===== src/rtl/msgsp_pkg.sv =====
// ----------------------------------------------------------------------------
// msgsp_pkg
// Shared codes, widths and types of the multistage graph shortest path engine.
// ----------------------------------------------------------------------------
package msgsp_pkg;

  // Port widths fixed by the command format
  localparam int OPCODE_W    = 2;
  localparam int VERTEX_W    = 4;
  localparam int WEIGHT_IN_W = 16;
  localparam int STAGE_W     = 5;
  localparam int STATUS_W    = 2;
  localparam int VCOUNT_W    = 5;
  localparam int CFG_W       = 16;

  // Path cost arithmetic saturates at the all-ones code
  localparam int               COST_W   = 20;
  localparam logic [COST_W-1:0] COST_MAX = 20'hFFFFF;

  // Command opcodes
  localparam logic [OPCODE_W-1:0] OP_INSERT = 2'd0;
  localparam logic [OPCODE_W-1:0] OP_REMOVE = 2'd1;
  localparam logic [OPCODE_W-1:0] OP_EXIST  = 2'd2;
  localparam logic [OPCODE_W-1:0] OP_SOLVE  = 2'd3;

  // Result status codes
  localparam logic [STATUS_W-1:0] ST_OK   = 2'd0;
  localparam logic [STATUS_W-1:0] ST_ERR  = 2'd1;
  localparam logic [STATUS_W-1:0] ST_DUP  = 2'd2;
  localparam logic [STATUS_W-1:0] ST_NOTP = 2'd3;

  // Configuration register indexes
  localparam logic REG_VERTEX_COUNT = 1'b0;
  localparam logic REG_NO_EDGE      = 1'b1;

  // Control of the shared relaxation unit
  typedef struct packed {
    logic clear;  // restart the running minimum
    logic valid;  // a candidate edge beat is on the data inputs
  } relax_ctrl_t;

endpackage


===== src/rtl/msgsp_relax.sv =====
// ----------------------------------------------------------------------------
// msgsp_relax
// Shared add, saturate and compare unit: keeps the running least cost and
// its predecessor while the predecessors of one vertex stream through.
// ----------------------------------------------------------------------------
module msgsp_relax
  import msgsp_pkg::*;
#(
  parameter int WEIGHT_BITS = 16,
  parameter int VW          = 4
) (
  input  logic                   clk,
  input  relax_ctrl_t            ctrl,
  input  logic                   present,
  input  logic [WEIGHT_BITS-1:0] weight,
  input  logic [COST_W-1:0]      cost,
  input  logic [VW-1:0]          index,
  output logic [COST_W-1:0]      best_upd,
  output logic [VW-1:0]          pred_upd
);

  localparam int SW = ((COST_W > WEIGHT_BITS) ? COST_W : WEIGHT_BITS) + 1;

  logic [COST_W-1:0] best;
  logic [VW-1:0]     pred;
  logic [SW-1:0]     sum;
  logic [COST_W-1:0] cand;
  logic              take;

  always_comb begin
    sum  = SW'(cost) + SW'(weight);
    cand = (sum > SW'(COST_MAX)) ? COST_MAX : COST_W'(sum);
    // strict less-than keeps the smallest predecessor on ties
    take = ctrl.valid && present && (weight != '0) && (cand < best);
    best_upd = take ? cand : best;
    pred_upd = take ? index : pred;
  end

  always_ff @(posedge clk) begin
    if (ctrl.clear) begin
      best <= COST_MAX;
      pred <= '0;
    end else begin
      best <= best_upd;
      pred <= pred_upd;
    end
  end

endmodule


===== config.mk =====
export PLATFORM = sky130hd
export DESIGN_NAME = msgsp_relax
export DESIGN_NICKNAME = d
export VERILOG_FILES = /design/src/rtl/msgsp_pkg.sv /design/src/rtl/msgsp_relax.sv
export SDC_FILE = /design/constraint.sdc
export NUM_CORES = 1
export LEC_CHECK = 0
export BUFFER_PORTS_ARGS = -buffer_cell sky130_fd_sc_hd__buf_2
export CORE_MARGIN = 1.5
export CORE_UTILIZATION = 50
export CTS_BUF_LIST = sky130_fd_sc_hd__clkbuf_4 sky130_fd_sc_hd__clkbuf_8
export DETAILED_ROUTE_END_ITERATION = 16
export GPL_TIMING_DRIVEN = 0
export MAX_ROUTING_LAYER = met4
export PLACE_DENSITY_LB_ADDON = 0.12
export SYNTH_ARGS = -nofsm -noshare
export SYNTH_HDL_FRONTEND = slang
export SYNTH_SLANG_ARGS = --single-unit

===== constraint.sdc =====
create_clock -name clk -period 4.7 [get_ports clk]
set_clock_uncertainty 0.1 [all_clocks]
set_input_delay 0.705 -clock clk [delete_from_list [all_inputs] [get_ports clk]]
set_output_delay 0.705 -clock clk [all_outputs]
set_load 0.03 [all_outputs]

==> flow_summary.toml <==
[floorplan]
die_w_um = 77.7
floorplan.initialDensity = 0.513
die_area_sq_um = 6030
core_sq_um = 5440
ios = 68
rows = 27
die_y_um = 77.7

[critical_path]
startpoint_type = "primary input"
crit_path_end = "best_upd[12]"
cp_max_fo = 6
endpoint_kind = "primary output"
rrSetupSlack_ps = 1910
crit_start = "cost[0]"
reg2regPathDepth = 13
r2r_start = "best[18]"
critPathKind = "in -> out"
arrival_ps = 4390
cp.required_ps = 3890
reg2reg_to = "best[17]"

[route]
wl_per_cell_um = 19.2
postRouteAntennaNets = 0
drc = 0
wl_met3_um = 530
met1_length_um = 3970
vias = 3131
dr.pass1.iters = 4
first_iter_violations = 173
vias_per_cell = 6.13
drt-total-wl_um = 9810
top_layer_used = "met4"
wl_met2_um = 4960

[sta]
setup_viol = 24
setup_tns_ps = -10930
timing.hold.ws_ps = 387
finalHoldViolCount = 0
tightestPinTransition_ps = 747
fmax_mhz = 193
worst_slack_ps = -493
relSlewSlack = 0.502
period_share = 1.10
min_period_ps = 5190
drv_slew = 0
rsz0062_at_grt = "true"

[synthesis]
synth-simple-area-share = 0.210
netlist-cell-type-count = 56
yosysTopAreaCellShare = 0.172
yosysWarnings = 0
yosys-top-cells-area = "dfxtp_1 17%, ha_1 16%, o211ai_2 7.6%, a21oi_1 5.0%, nand3_2 3.9%"
synthesis.nets = 415
synth_xor_area_frac = 0.0345
synthAdderAreaFrac = 0.164
postSynthCellCount = 335
synth_compound_gate_area_share = 0.335
ys_seq_elements = 24
yosysMostFrequentCell = "ha_1"
synthTopCellsByCount = "35 x ha_1, 29 x inv_1, 28 x a21oi_1, 24 x dfxtp_1, 22 x nand2_1"
yosysSeqAreaShare = 0.172
syn_avg_cell_area_sq_um = 8.33
synth_mux_area_frac = 0.00763
synth_ff_type = "dfxtp_1"
synth_top_area_cell = "dfxtp_1"
synth-edff-count = 0
synth_top_family_by_area = "compound AO/OA/AOI/OAI gates"
netlist_area_sq_um = 2790
async_flop_share = 0

[power_and_ir_drop]
leakage_nw = 1.99
powerDensity_nw_per_um2 = 239
ir_drop_mv = 0.167
power.total_mw = 1.11

[final_layout]
fin_area_sq_um = 4620
nNetsFinal = 520
final_layout_size_suffix_gt1_frac = 0.581
final_util = 0.850
nFillCells = 289
finalNonFillerCells = 511
multiInputGateArea_sq_um = 2840
register_area_sq_um = 480
synthToLayoutAreaGrowth_pct = 65.8
insertedDiodeCount = 0

[status]
status = "finished, violations left"
violations = "negative setup slack"

[placed_design]
gp_congestion = 0.834
dp_hpwl_um = 5870
place_ws_ps = -689
dpl_cell_area_sq_um = 3580
io_buffers = 67
dp_cells = 474

[global_routing]
grt_max_degree = 14
antenna_found_initial = 0
grt_overflow = 0
grt_pass1_wl_um = 15300
track_usage = 0.324
grt_pass1_vias = 3138

[cts]
clkLatencyLatePin_ps = 280
cts-root-buf = "clkbuf_8"
path_clk_slew_ps = 90
numCtsBuffers = 3
tritoncts = "built"
cts_max_level = 1
clockBufferDepth = 2
clock-sinks = 24

[run]
maxCapViolations = 0

[hold_path]
hp-class = "reg -> reg"
[state kept, by name (all words and copies together) (netlist names)]
name,flops
pred,4
best,20
[cell families (layout without fill, tap and decap cells)]
logic type | Yosys count | count (layout)
AO/OA/AOI/OAI | 124 | 124
AND/OR/NAND/NOR | 97 | 97
buffers and inverters | 41 | 145
adder cells (fa/ha/maj) | 36 | 36
flip-flops | 24 | 24
XOR/XNOR | 11 | 11
multiplexers | 2 | 2
[placed cells by master, fill, tap and decap left out, drive strengths merged, types with 2 or more instances in the layout]
cell    count
and2        2
nand3      23
inv        29
o211ai     19
a21oi      30
nand4       5
nand2b      4
o31ai       2
and3        4
dfxtp      24
a31oi       4
nor3        6
clkbuf      7
nor4        6
ha         35
o21a        6
o21ai      39
xor2        7
nand2      31
a211oi      6
xnor2       4
a211o       2
a21o        8
and4        2
buf       107
nor2       11
[routing by layer]
metal / track usage / up-vias
met5: - / -
met4: 0.0782 / 0
met3: 0.0482 / 39
met2: 0.569 / 131
met1: 0.386 / 1501
li1: - / 1460
[cell type report]
cell class / instances / share of cell area
multi-input combinational: 270 / 0.614
timing repair buffer: 102 / 0.196
sequential: 24 / 0.104
buffer: 9 / 0.0303
inverter: 30 / 0.0244
tap: 72 / 0.0195
clock buffer: 4 / 0.0119
[timing repair]
action,CTS,global route
setup buffers,25,4
gates resized for setup,114,25
cloned,4,2
hold buffers,0,0
setup endpoints to repair,24,24
pin swaps,29,8
[where the power goes]
part | switching (mW) | internal [mW] | leakage [nW] | total (mW)
Clock | 0.0774 | 0.0752 | 0.0288 | 0.153
Combinational | 0.404 | 0.324 | 1.77 | 0.728
Sequential | 0.00601 | 0.221 | 0.198 | 0.227
[critical path, stage by stage]
cell,delay (ps)
buf_6,80
ha_4,130
inv_2,30
fa_2,340
nand2b_4,160
a21oi_4,170
nor2_4,70
o211a_4,280
o31a_1,330
a31oi_4,200
ha_4,240
nand4_1,200
buf_4,160
buf_4,100
a21oi_1,40
a21oi_2,160
buf_4,160
nand3_4,110
nor2_4,240
buf_12,150
buf_12,120
o21ai_4,60
buf_6,140
[worst min path at each step]
stage | start | endpoint | slack (ps) | cells past startpoint
after floorplan | pred[0] | pred[0] | 400 | 2
after global placement | pred[0] | pred[0] | 420 | 2
after detailed placement | pred[0] | pred[0] | 430 | 2
after CTS | pred[3] | pred[3] | 390 | 2
after global routing | pred[2] | pred[2] | 410 | 2
final | pred[2] | pred[2] | 390 | 2
No activity file was read; power rests on OpenSTA's default activity.
