## config.mk

```make
export PLATFORM = sky130hd
export DESIGN_NAME = msgsp_ram
export DESIGN_NICKNAME = d
export VERILOG_FILES = /design/src/rtl/msgsp_ram.sv
export SDC_FILE = /design/constraint.sdc
export NUM_CORES = 1
export LEC_CHECK = 0
export ABC_AREA = 1
export BUFFER_PORTS_ARGS = -buffer_cell sky130_fd_sc_hd__buf_2
export CAP_MARGIN = 40
export CORE_MARGIN = 2
export CORE_UTILIZATION = 30
export CTS_CLUSTER_DIAMETER = 80
export DETAILED_ROUTE_END_ITERATION = 10
export GPL_TIMING_DRIVEN = 0
export PLACE_DENSITY = 0.45
export SLEW_MARGIN = 5
export SYNTH_ARGS = -nofsm -noshare
export SYNTH_HDL_FRONTEND = slang
export SYNTH_SLANG_ARGS = --single-unit
```

## constraint.sdc

```tcl
create_clock -name clk -period 2.35 [get_ports clk]
set_input_delay 0.47 -clock clk [delete_from_list [all_inputs] [get_ports clk]]
set_output_delay 0.47 -clock clk [all_outputs]
set_load 0.01 [all_outputs]
```

## src/rtl/msgsp_ram.sv

```systemverilog
// ----------------------------------------------------------------------------
// msgsp_ram
// Generic simple dual-port RAM: one write port, one registered read port.
// ----------------------------------------------------------------------------
module msgsp_ram #(
  parameter int WIDTH = 8,
  parameter int DEPTH = 16
) (
  input  logic                     clk,
  input  logic                     we,
  input  logic [$clog2(DEPTH)-1:0] waddr,
  input  logic [WIDTH-1:0]         wdata,
  input  logic [$clog2(DEPTH)-1:0] raddr,
  output logic [WIDTH-1:0]         rdata
);

  logic [WIDTH-1:0] mem [DEPTH];

  always_ff @(posedge clk) begin
    if (we) begin
      mem[waddr] <= wdata;
    end
    rdata <= mem[raddr];
  end

endmodule

```

==> impl_metrics.json, run 1 <==
{
  "fin_crit_ps": 1570,
  "cp.arrival_ps": 1610,
  "clkPwrFrac_pct": 44.6,
  "multi_input_area_um2": 1210,
  "hold_path.startpoint": "wdata[5]",
  "stdcell_count": 842,
  "cts_sinks": 136,
  "die_x_um": 143,
  "finalSetupViolCount": 0,
  "routabilityCongestion": 0.793,
  "routed_wl_mm": 15.2,
  "fmaxAchievable_mhz": 639,
  "cts-root-buf": "clkbuf_16",
  "cts_resized": 0,
  "dp_hpwl_mm": 10.2,
  "grt_use_total_pct": 16.0,
  "cellPowerDensity_nw_per_um2": 829,
  "placed_area_um2": 6190,
  "place_inst": 810,
  "htreeDepth": 4,
  "synth_top_family_by_area": "simple AND/OR/NAND/NOR gates",
  "fp.dieH_um": 143,
  "slowest_stage": "nor2_1",
  "crit_start": "waddr[3]",
  "cts_made_buffers": 17,
  "synth_top_area_share_pct": 66.7,
  "status": "complete, no violations",
  "layout_commonest_cell": "nand2_1",
  "r2r_start": "mem[1][3]",
  "synthSimpleGateAreaFrac_pct": 21.0,
  "crit_type": "in -> reg",
  "yosys-mux-area-fraction_pct": 0,
  "path_buf_inv": 1,
  "report.final.slew_viol_count": 0,
  "grt_max_degree": 17,
  "placementRows": 50,
  "drtAntennaViolNets": 0,
  "ys_types": 12,
  "layout_common_cells": "nand2_1 (173), edfxtp_1 (128), inv_1 (100)",
  "avgSynthCellArea_um2": 10.5,
  "power_mw": 5.58,
  "hold_class": "in -> reg",
  "antenna_found_initial": 0,
  "clock_latency_ps": 420,
  "design_area_um2": 6740,
  "ir_drop_mv": 0.500,
  "syn_inst": 551,
  "hold_viol_final": 0,
  "p_sw_mw": 1.24,
  "cts.reportedPaths.clkPinSlew_ps": 60,
  "firstDrtPassIters": 5,
  "critPathLaunchType": "input pin",
  "ios": 26,
  "post_cts_buffers": 0,
  "synth_top_area_cell": "edfxtp_1",
  "period_share_pct": 66.6,
  "cp-end-kind": "flip-flop",
  "sequentialPowerShare_pct": 48.8,
  "vias": 3763,
  "grt_overflow_total": 0,
  "drt_iter0_drc": 285,
  "synth_seq_area_share_pct": 69.4,
  "drive_gt1_share_pct": 12.3,
  "diodes": 0,
  "cts.path.max_buffers": 2,
  "synth_fp_nets": 569,
  "synth_area_um2": 5770,
  "switching_share_pct": 22.1,
  "cts_hold_buf": 0,
  "fin_hold_ws_ps": 486,
  "fp.coreArea_um2": 18800,
  "cpPeakStageDelay_ps": 740,
  "grt_pass1_vias": 3768,
  "finalNetCount": 613,
  "grt_pass1_wl_mm": 23.0,
  "power.share.combinational_pct": 6.6,
  "setup_tns_ps": 0,
  "synth_compound_area_share_pct": 0,
  "worst_pin_slew_ps": 895,
  "area_growth_pct": 16.8,
  "viasPerCell": 4.47,
  "ys_ff_latch": 136,
  "regArea_um2": 4000,
  "cts_tree": "yes",
  "fill_cells": 1918,
  "crit_fanout": 8,
  "p_leak_nw": 2.89,
  "yosys.area_share.xor_xnor_pct": 0,
  "drv_cap": 0,
  "initial_core_util_pct": 30.7,
  "cp_data_required_time_ps": 2390,
  "rsz0062_at_grt": "false",
  "dieArea_um2": 20300,
  "finClkSkew_ps": 5.48,
  "drc": 0,
  "intPower_mw": 4.35,
  "synthAdderAreaFrac_pct": 0,
  "yosys-top-cells-area": "edfxtp_1 (67%), nand2_1 (11%), nand3_1 (8.4%)",
  "slew_headroom_pct": 40.1,
  "cp_cell_sequence": "buf_2 > nand3b_1 > nor2_1",
  "wl_per_cell_um": 18.1,
  "yosysWarnings": 0,
  "portBuffers": 22,
  "critPathTopFamily": "simple AND/OR/NAND/NOR gates"
}
==> sequential cells by signal (all words and copies together), names as in the netlist <==
signal and count:
mem 128, rdata 8
==> power groups by stage <==
stage                     registers, mW  logic [mW]  clock network [mW]
after CTS                          2.73       0.372                2.52
after detailed placement           2.78       0.371                   0
after global routing               2.73       0.411                2.62
after global placement             2.77       0.368                   0
after floorplan                    2.78       0.191                   0
final                              2.73       0.370                2.49
==> metrics by stage <==
step	worst slack, ps	utilization (%)
final	784	35.9
after global routing	696	35.9
after CTS	766	35.9
after detailed placement	324	33.0
after global placement	322	32.9
after floorplan	929	-
==> final cells by class <==
type,instances,share of cell area (%)
sequential,136,59.4
multi-input combinational,289,18.0
clock buffer,19,6.43
inverter,102,5.68
tap,234,4.35
buffer,24,2.47
timing repair buffer,25,1.97
clock inverter,13,1.65
==> logic make-up (layout without fill, tap and decap cells) <==
group         count (synthesis)  after routing
simple gates                289            289
flops                       136            136
buf+inv                     126            183
==> metal layers <==
| layer | global-route usage, % | wire [um] |
|---|---|---|
| met1 | 21.4 | 7170 |
| met2 | 24.9 | 7030 |
| met3 | 3.35 | 652 |
| met4 | 7.56 | 384 |
| met5 | 0 | 0 |
==> cells in the mapped netlist <==
library cell / count
buf_1: 1
buf_2: 13
buf_4: 4
buf_6: 6
dfxtp_1: 8
edfxtp_1: 128
inv_1: 100
inv_2: 2
nand2_1: 173
nand3_1: 97
nand3b_1: 2
nor2_1: 17
==> path summary, 6_finish.rpt <==
check	endpoint	slack, ps	depth (start not counted)
setup / recovery	mem[4][2]	780	3
hold reg to reg	rdata[2]	670	6
hold / removal	mem[0][5]	490	1
setup reg to reg	rdata[3]	1300	6
Power figures use the tool's default switching activity.
==> run 2: changes to the inputs <==
--- a/config.mk
+++ b/config.mk
@@ -13,7 +13,7 @@
 export CTS_CLUSTER_DIAMETER = 80
 export DETAILED_ROUTE_END_ITERATION = 10
 export GPL_TIMING_DRIVEN = 0
-export PLACE_DENSITY = 0.45
+export PLACE_DENSITY = 0.46
 export SLEW_MARGIN = 5
 export SYNTH_ARGS = -nofsm -noshare
 export SYNTH_HDL_FRONTEND = slang
==> constraint.sdc (replaced) <==
create_clock -name clk -period 1.27 [get_ports clk]
set_input_delay 0.254 -clock clk [delete_from_list [all_inputs] [get_ports clk]]
set_output_delay 0.254 -clock clk [all_outputs]
set_load 0.01 [all_outputs]
==> run 2 against run 1 <==
The run now ends with setup timing left. Final area up 1.0%. Via count up 0.80%. Core utilization increased by 0.37 points. Hold slack got worse by 210 ps. Sequential power rose by 85%. Power up 91%. Register-to-register slack lost 1100 ps. Setup slack got worse by 790 ps. Clock-buffer cell count up 4. Flip-flop and latch count did not move.
==> impl_metrics.json, run 2 (synthesis gave the netlist of run 1 again) <==
{
  "drv_cap": 0,
  "cts.path.max_buffers": 2,
  "routabilityCongestion": 0.839,
  "grt_use_total_pct": 15.5,
  "post_cts_buffers": 0,
  "cp_cell_sequence": "buf_2 > nand3b_1 > nor2_1",
  "hold_path.startpoint": "wdata[1]",
  "report.final.slew_viol_count": 0,
  "finalNetCount": 615,
  "reg2reg_depth": 6,
  "wl_per_cell_um": 17.4,
  "hold_class": "in -> reg",
  "cp.arrival_ps": 1310,
  "crit_type": "in -> reg",
  "hold_viol_final": 0,
  "finalSetupViolCount": 6,
  "diodes": 0,
  "whs_path_depth": 1,
  "fp.coreArea_um2": 18800,
  "switching_share_pct": 21.2,
  "layout_common_cells": "nand2_1 (173), edfxtp_1 (128), inv_1 (100)",
  "antenna_found_initial": 1,
  "viasPerCell": 4.49,
  "rr_endpoint": "rdata[7]",
  "p_sw_mw": 2.26,
  "critPathLaunchType": "input pin",
  "cts-root-buf": "clkbuf_16",
  "intPower_mw": 8.39,
  "drtAntennaViolNets": 0,
  "layout_commonest_cell": "nand2_1",
  "fmaxAchievable_mhz": 786,
  "finClkSkew_ps": 7.02,
  "cts_tree": "yes",
  "largest_reg_flops": 128,
  "path_buf_inv": 1,
  "rrSetupSlack_ps": 250,
  "drive_gt1_share_pct": 13.4,
  "drc": 0,
  "cpPeakStageDelay_ps": 670,
  "critPathTopFamily": "simple AND/OR/NAND/NOR gates",
  "cts_hold_buf": 0,
  "crit_start": "waddr[2]",
  "worst_pin_slew_ps": 806,
  "clock_latency_ps": 420,
  "design_area_um2": 6810,
  "slew_headroom_pct": 46.1,
  "r2r_start": "mem[14][7]",
  "violations": "setup timing",
  "die_x_um": 143,
  "routed_wl_mm": 14.7,
  "sequentialPowerShare_pct": 47.4,
  "fin_crit_ps": 1270,
  "rsz0062_at_grt": "true",
  "crit_fanout": 8,
  "dieArea_um2": 20300,
  "cellPowerDensity_nw_per_um2": 1560,
  "fin_ws_ps": -1.99,
  "reg_top3": "mem x128, rdata x8",
  "drt_iter0_drc": 484,
  "firstDrtPassIters": 5,
  "period_share_pct": 100,
  "cp_data_required_time_ps": 1310,
  "htreeDepth": 4,
  "area_growth_pct": 18.0,
  "grt_pass1_vias": 3621,
  "placed_area_um2": 6210,
  "placementRows": 50,
  "cts_sinks": 136,
  "grt_max_degree": 17,
  "vias": 3793,
  "cp-end-kind": "flip-flop",
  "place_ws_ps": -452,
  "grt_overflow_total": 0,
  "power.share.combinational_pct": 6.4,
  "holdPathEnd": "mem[1][1]",
  "slowest_stage": "nor2_1",
  "grt_pass1_wl_mm": 22.4,
  "dp_hpwl_mm": 9.94,
  "ios": 26,
  "portBuffers": 22,
  "ir_drop_mv": 0.878,
  "status": "complete, but fails checks",
  "initial_core_util_pct": 30.7,
  "cts.reportedPaths.clkPinSlew_ps": 50,
  "fp.dieH_um": 143,
  "regMostFlops": "mem",
  "p_leak_nw": 2.92,
  "clkPwrFrac_pct": 46.3,
  "cts_made_buffers": 17
}
-- run 2: final cells by class --
class,count,area (um2)
flip-flops and latches,136,4000
multi-input cells,289,1220
plain buffers,24,166
fillers,1871,12000
well taps,234,293
repair buffers,27,148
clock inverters,9,124
clock buffers,23,468
inverters,102,383
-- run 2: what timing repair did --
item,in CTS,in global routing
pin swaps,0,0
resized for setup,0,3
endpoints found under the setup margin,11,56
-- run 2: worst max path at each step --
stage / to / slack (ps) / cells after the start
6_report: mem[8][2] / -2 / 3
5_1_grt: mem[9][3] / -90 / 3
4_1_cts: mem[9][1] / -7 / 3
3_5_place_dp: mem[5][7] / -450 / 3
3_3_place_gp: mem[7][1] / -580 / 3
2_1_floorplan: mem[4][0] / 70 / 2
-- run 2: per-stage QoR --
| stage | hold WS, ps | instances | util (%) | total power [mW] | setup TNS (ps) |
|---|---|---|---|---|---|
| after floorplan | 353 | 551 | - | 5.50 | 0 |
| after global placement | 650 | 807 | 32.9 | 5.81 | -52920 |
| after detailed placement | 647 | 812 | 33.1 | 5.82 | -39070 |
| after CTS | 259 | 844 | 36.2 | 10.7 | -41.6 |
| after global routing | 276 | 844 | 36.3 | 11.0 | -1860 |
| final | 276 | 844 | 36.3 | 10.6 | -7.10 |
-- run 2: layer usage --
layer  track usage (%)  wire length (um)  up-vias
li1                  -                 -     1869
met3              3.76               857       17
met5                 0                16        -
met1              21.6              6930     1775
met2              23.9              6710      130
met4              4.85               189        2
-- run 2: worst reg2reg max path: cells and delay by family, from the launching register on --
| family | cells | cell delay [ps] |
|---|---|---|
| flops | 1 | 360 |
| buf+inv | 1 | 60 |
| simple gates | 5 | 480 |
-- run 2: power groups by stage --
stage / combinational [mW] / sequential, mW / clock (mW)
floorplan: 0.354 / 5.15 / 0
global placement: 0.672 / 5.13 / 0
detailed placement: 0.680 / 5.13 / 0
CTS: 0.684 / 5.04 / 5.01
global route: 0.750 / 5.05 / 5.22
finish: 0.678 / 5.04 / 4.93
==> run 3: changes to the inputs <==
--- a/config.mk
+++ b/config.mk
@@ -8,6 +8,7 @@
 export ABC_AREA = 1
 export BUFFER_PORTS_ARGS = -buffer_cell sky130_fd_sc_hd__buf_2
 export CAP_MARGIN = 40
+export CORE_ASPECT_RATIO = 0.6
 export CORE_MARGIN = 2
 export CORE_UTILIZATION = 30
 export CTS_CLUSTER_DIAMETER = 80
==> run 3 against run 2 <==
The flow still finishes with violations (setup timing). Clock-buffer cell count fell by 5. Combinational power rose by 6.6%. Sequential power barely moved. Clock skew fell by 1.8 ps. Via count rose by 1.8%. Hold slack barely moved. Largest cell class unchanged. First-iteration DRC count fell by 15%. Clock power rose by 3%. Fmax fell by 7.2%. Critical path type unchanged. Final cell count rose by 0.83%. Largest power group is now the clock network.
==> impl_metrics.json, run 3 (synthesis gave the netlist of run 1 again) <==
{
  "status": "complete, but fails checks",
  "violations": "setup timing",
  "portBuffers": 22,
  "layout_commonest_cell": "nand2_1",
  "ios": 26,
  "cp.arrival_ps": 1410,
  "drive_gt1_share_pct": 14.4,
  "grt_max_degree": 17,
  "drt_iter0_drc": 412,
  "cts.path.max_buffers": 2,
  "fill_cells": 1907,
  "grt_pass1_vias": 3544,
  "switching_share_pct": 22.0,
  "crit_type": "in -> reg",
  "viasPerCell": 4.54,
  "period_share_pct": 108,
  "cts.reportedPaths.clkPinSlew_ps": 60,
  "fmaxAchievable_mhz": 730,
  "cts_tree": "yes",
  "wl_per_cell_um": 18.9,
  "place_inst": 819,
  "layout_common_cells": "nand2_1 (173), edfxtp_1 (128), inv_1 (100)",
  "sequentialPowerShare_pct": 46.4,
  "p_leak_nw": 2.89,
  "finalNetCount": 610,
  "fin_ws_ps": -101,
  "grt_overflow_total": 0,
  "cp-end-kind": "flip-flop",
  "report.final.slew_viol_count": 0,
  "stdcell_count": 851,
  "worst_pin_slew_ps": 787,
  "htreeDepth": 4,
  "finalSetupViolCount": 16,
  "highest_layer": "met4",
  "diodes": 0,
  "fp.coreArea_um2": 18900,
  "die_x_um": 183,
  "wl_met2_mm": 6.44,
  "cts_made_buffers": 17,
  "reg_top3": "mem x128, rdata x8",
  "crit_fanout": 8,
  "routabilityCongestion": 0.892,
  "ir_drop_mv": 0.852,
  "dieArea_um2": 20400,
  "hold_class": "in -> reg",
  "hold_viol_final": 0,
  "power.share.combinational_pct": 6.7,
  "fp.dieH_um": 111,
  "setup_tns_ps": -1410,
  "largest_reg_flops": 128,
  "power_mw": 10.9,
  "cts-root-buf": "clkbuf_16",
  "fin_crit_ps": 1370,
  "drtAntennaViolNets": 0,
  "wl_met1_mm": 8.52,
  "dp_hpwl_mm": 11.0,
  "grt_use_total_pct": 16.5,
  "initial_core_util_pct": 30.5,
  "area_growth_pct": 18.3,
  "wl_met3_um": 994,
  "clkPwrFrac_pct": 46.9,
  "placementRows": 39,
  "cp_data_required_time_ps": 1310,
  "critPathLaunchType": "input pin",
  "post_cts_buffers": 0,
  "rsz0062_at_grt": "true",
  "cts_sinks": 136,
  "drc": 0,
  "cellPowerDensity_nw_per_um2": 1590,
  "routed_wl_mm": 16.1,
  "regMostFlops": "mem",
  "vias": 3863,
  "rrSetupSlack_ps": 180,
  "p_sw_mw": 2.39,
  "drv_cap": 0,
  "slew_headroom_pct": 47.3,
  "antenna_found_initial": 0,
  "firstDrtPassIters": 5,
  "clock_latency_ps": 410,
  "intPower_mw": 8.47,
  "finClkSkew_ps": 5.20,
  "cts_hold_buf": 0,
  "grt_pass1_wl_mm": 23.6
}
## run 3: cell count changes in the layout (fill, tap and decap cells not counted), sizes merged
cell	previous run	this run
buf	51	46
clkbuf	23	18
clkinvlp	2	4
bufinv	3	4
clkinv	4	5
inv	102	103
## run 3: stage by stage
step	hold WS (ps)	util (%)	setup WS, ps	area [um2]
after floorplan	353	-	65.2	5770
after global placement	649	32.7	-484	6180
after detailed placement	651	32.7	-525	6180
after CTS	273	35.9	-96.9	6790
after global routing	291	36.0	-175	6820
final	276	36.0	-101	6820
## run 3: final cells by class
class | count | area, um2 | share of cell area [%]
Sequential cell | 136 | 4000 | 58.7
Buffer | 24 | 166 | 2.44
Clock buffer | 18 | 429 | 6.29
Clock inverter | 14 | 180 | 2.64
Timing Repair Buffer | 22 | 110 | 1.61
Inverter | 102 | 383 | 5.61
Tap cell | 246 | 308 | 4.51
Multi-Input combinational cell | 289 | 1240 | 18.2
## run 3: layer usage
layer  GRT usage (%)  vias to the layer above
li1                -                     1860
met1            27.3                     1860
met2            21.8                      132
met3            2.94                       11
met4            3.84                        0
met5               0                        -
## run 3: path summary, 6_finish.rpt
check                   from    endpoint  cells after the start
hold / removal      raddr[2]    rdata[1]                      4
setup / recovery    waddr[2]  mem[11][1]                      3
setup reg to reg  mem[14][6]    rdata[6]                      6
hold reg to reg   mem[12][2]    rdata[2]                      6
## run 3: worst max-delay path, cell delays in order
cell	delay [ps]
buf_2	120
nand3b_1	330
nor2_1	700
## run 3: power by group through the flow
stage	Sequential [mW]	Combinational [mW]	Clock, mW
6_report	5.04	0.723	5.10
5_1_grt	5.05	0.790	5.37
4_1_cts	5.04	0.709	5.17
3_5_place_dp	5.14	0.706	0
3_3_place_gp	5.13	0.699	0
2_1_floorplan	5.15	0.354	0
## run 3: repair_timing
item | CTS | global route
gates cloned | 0 | 0
endpoints found under the setup margin | 32 | 88
resized for setup | 0 | 12
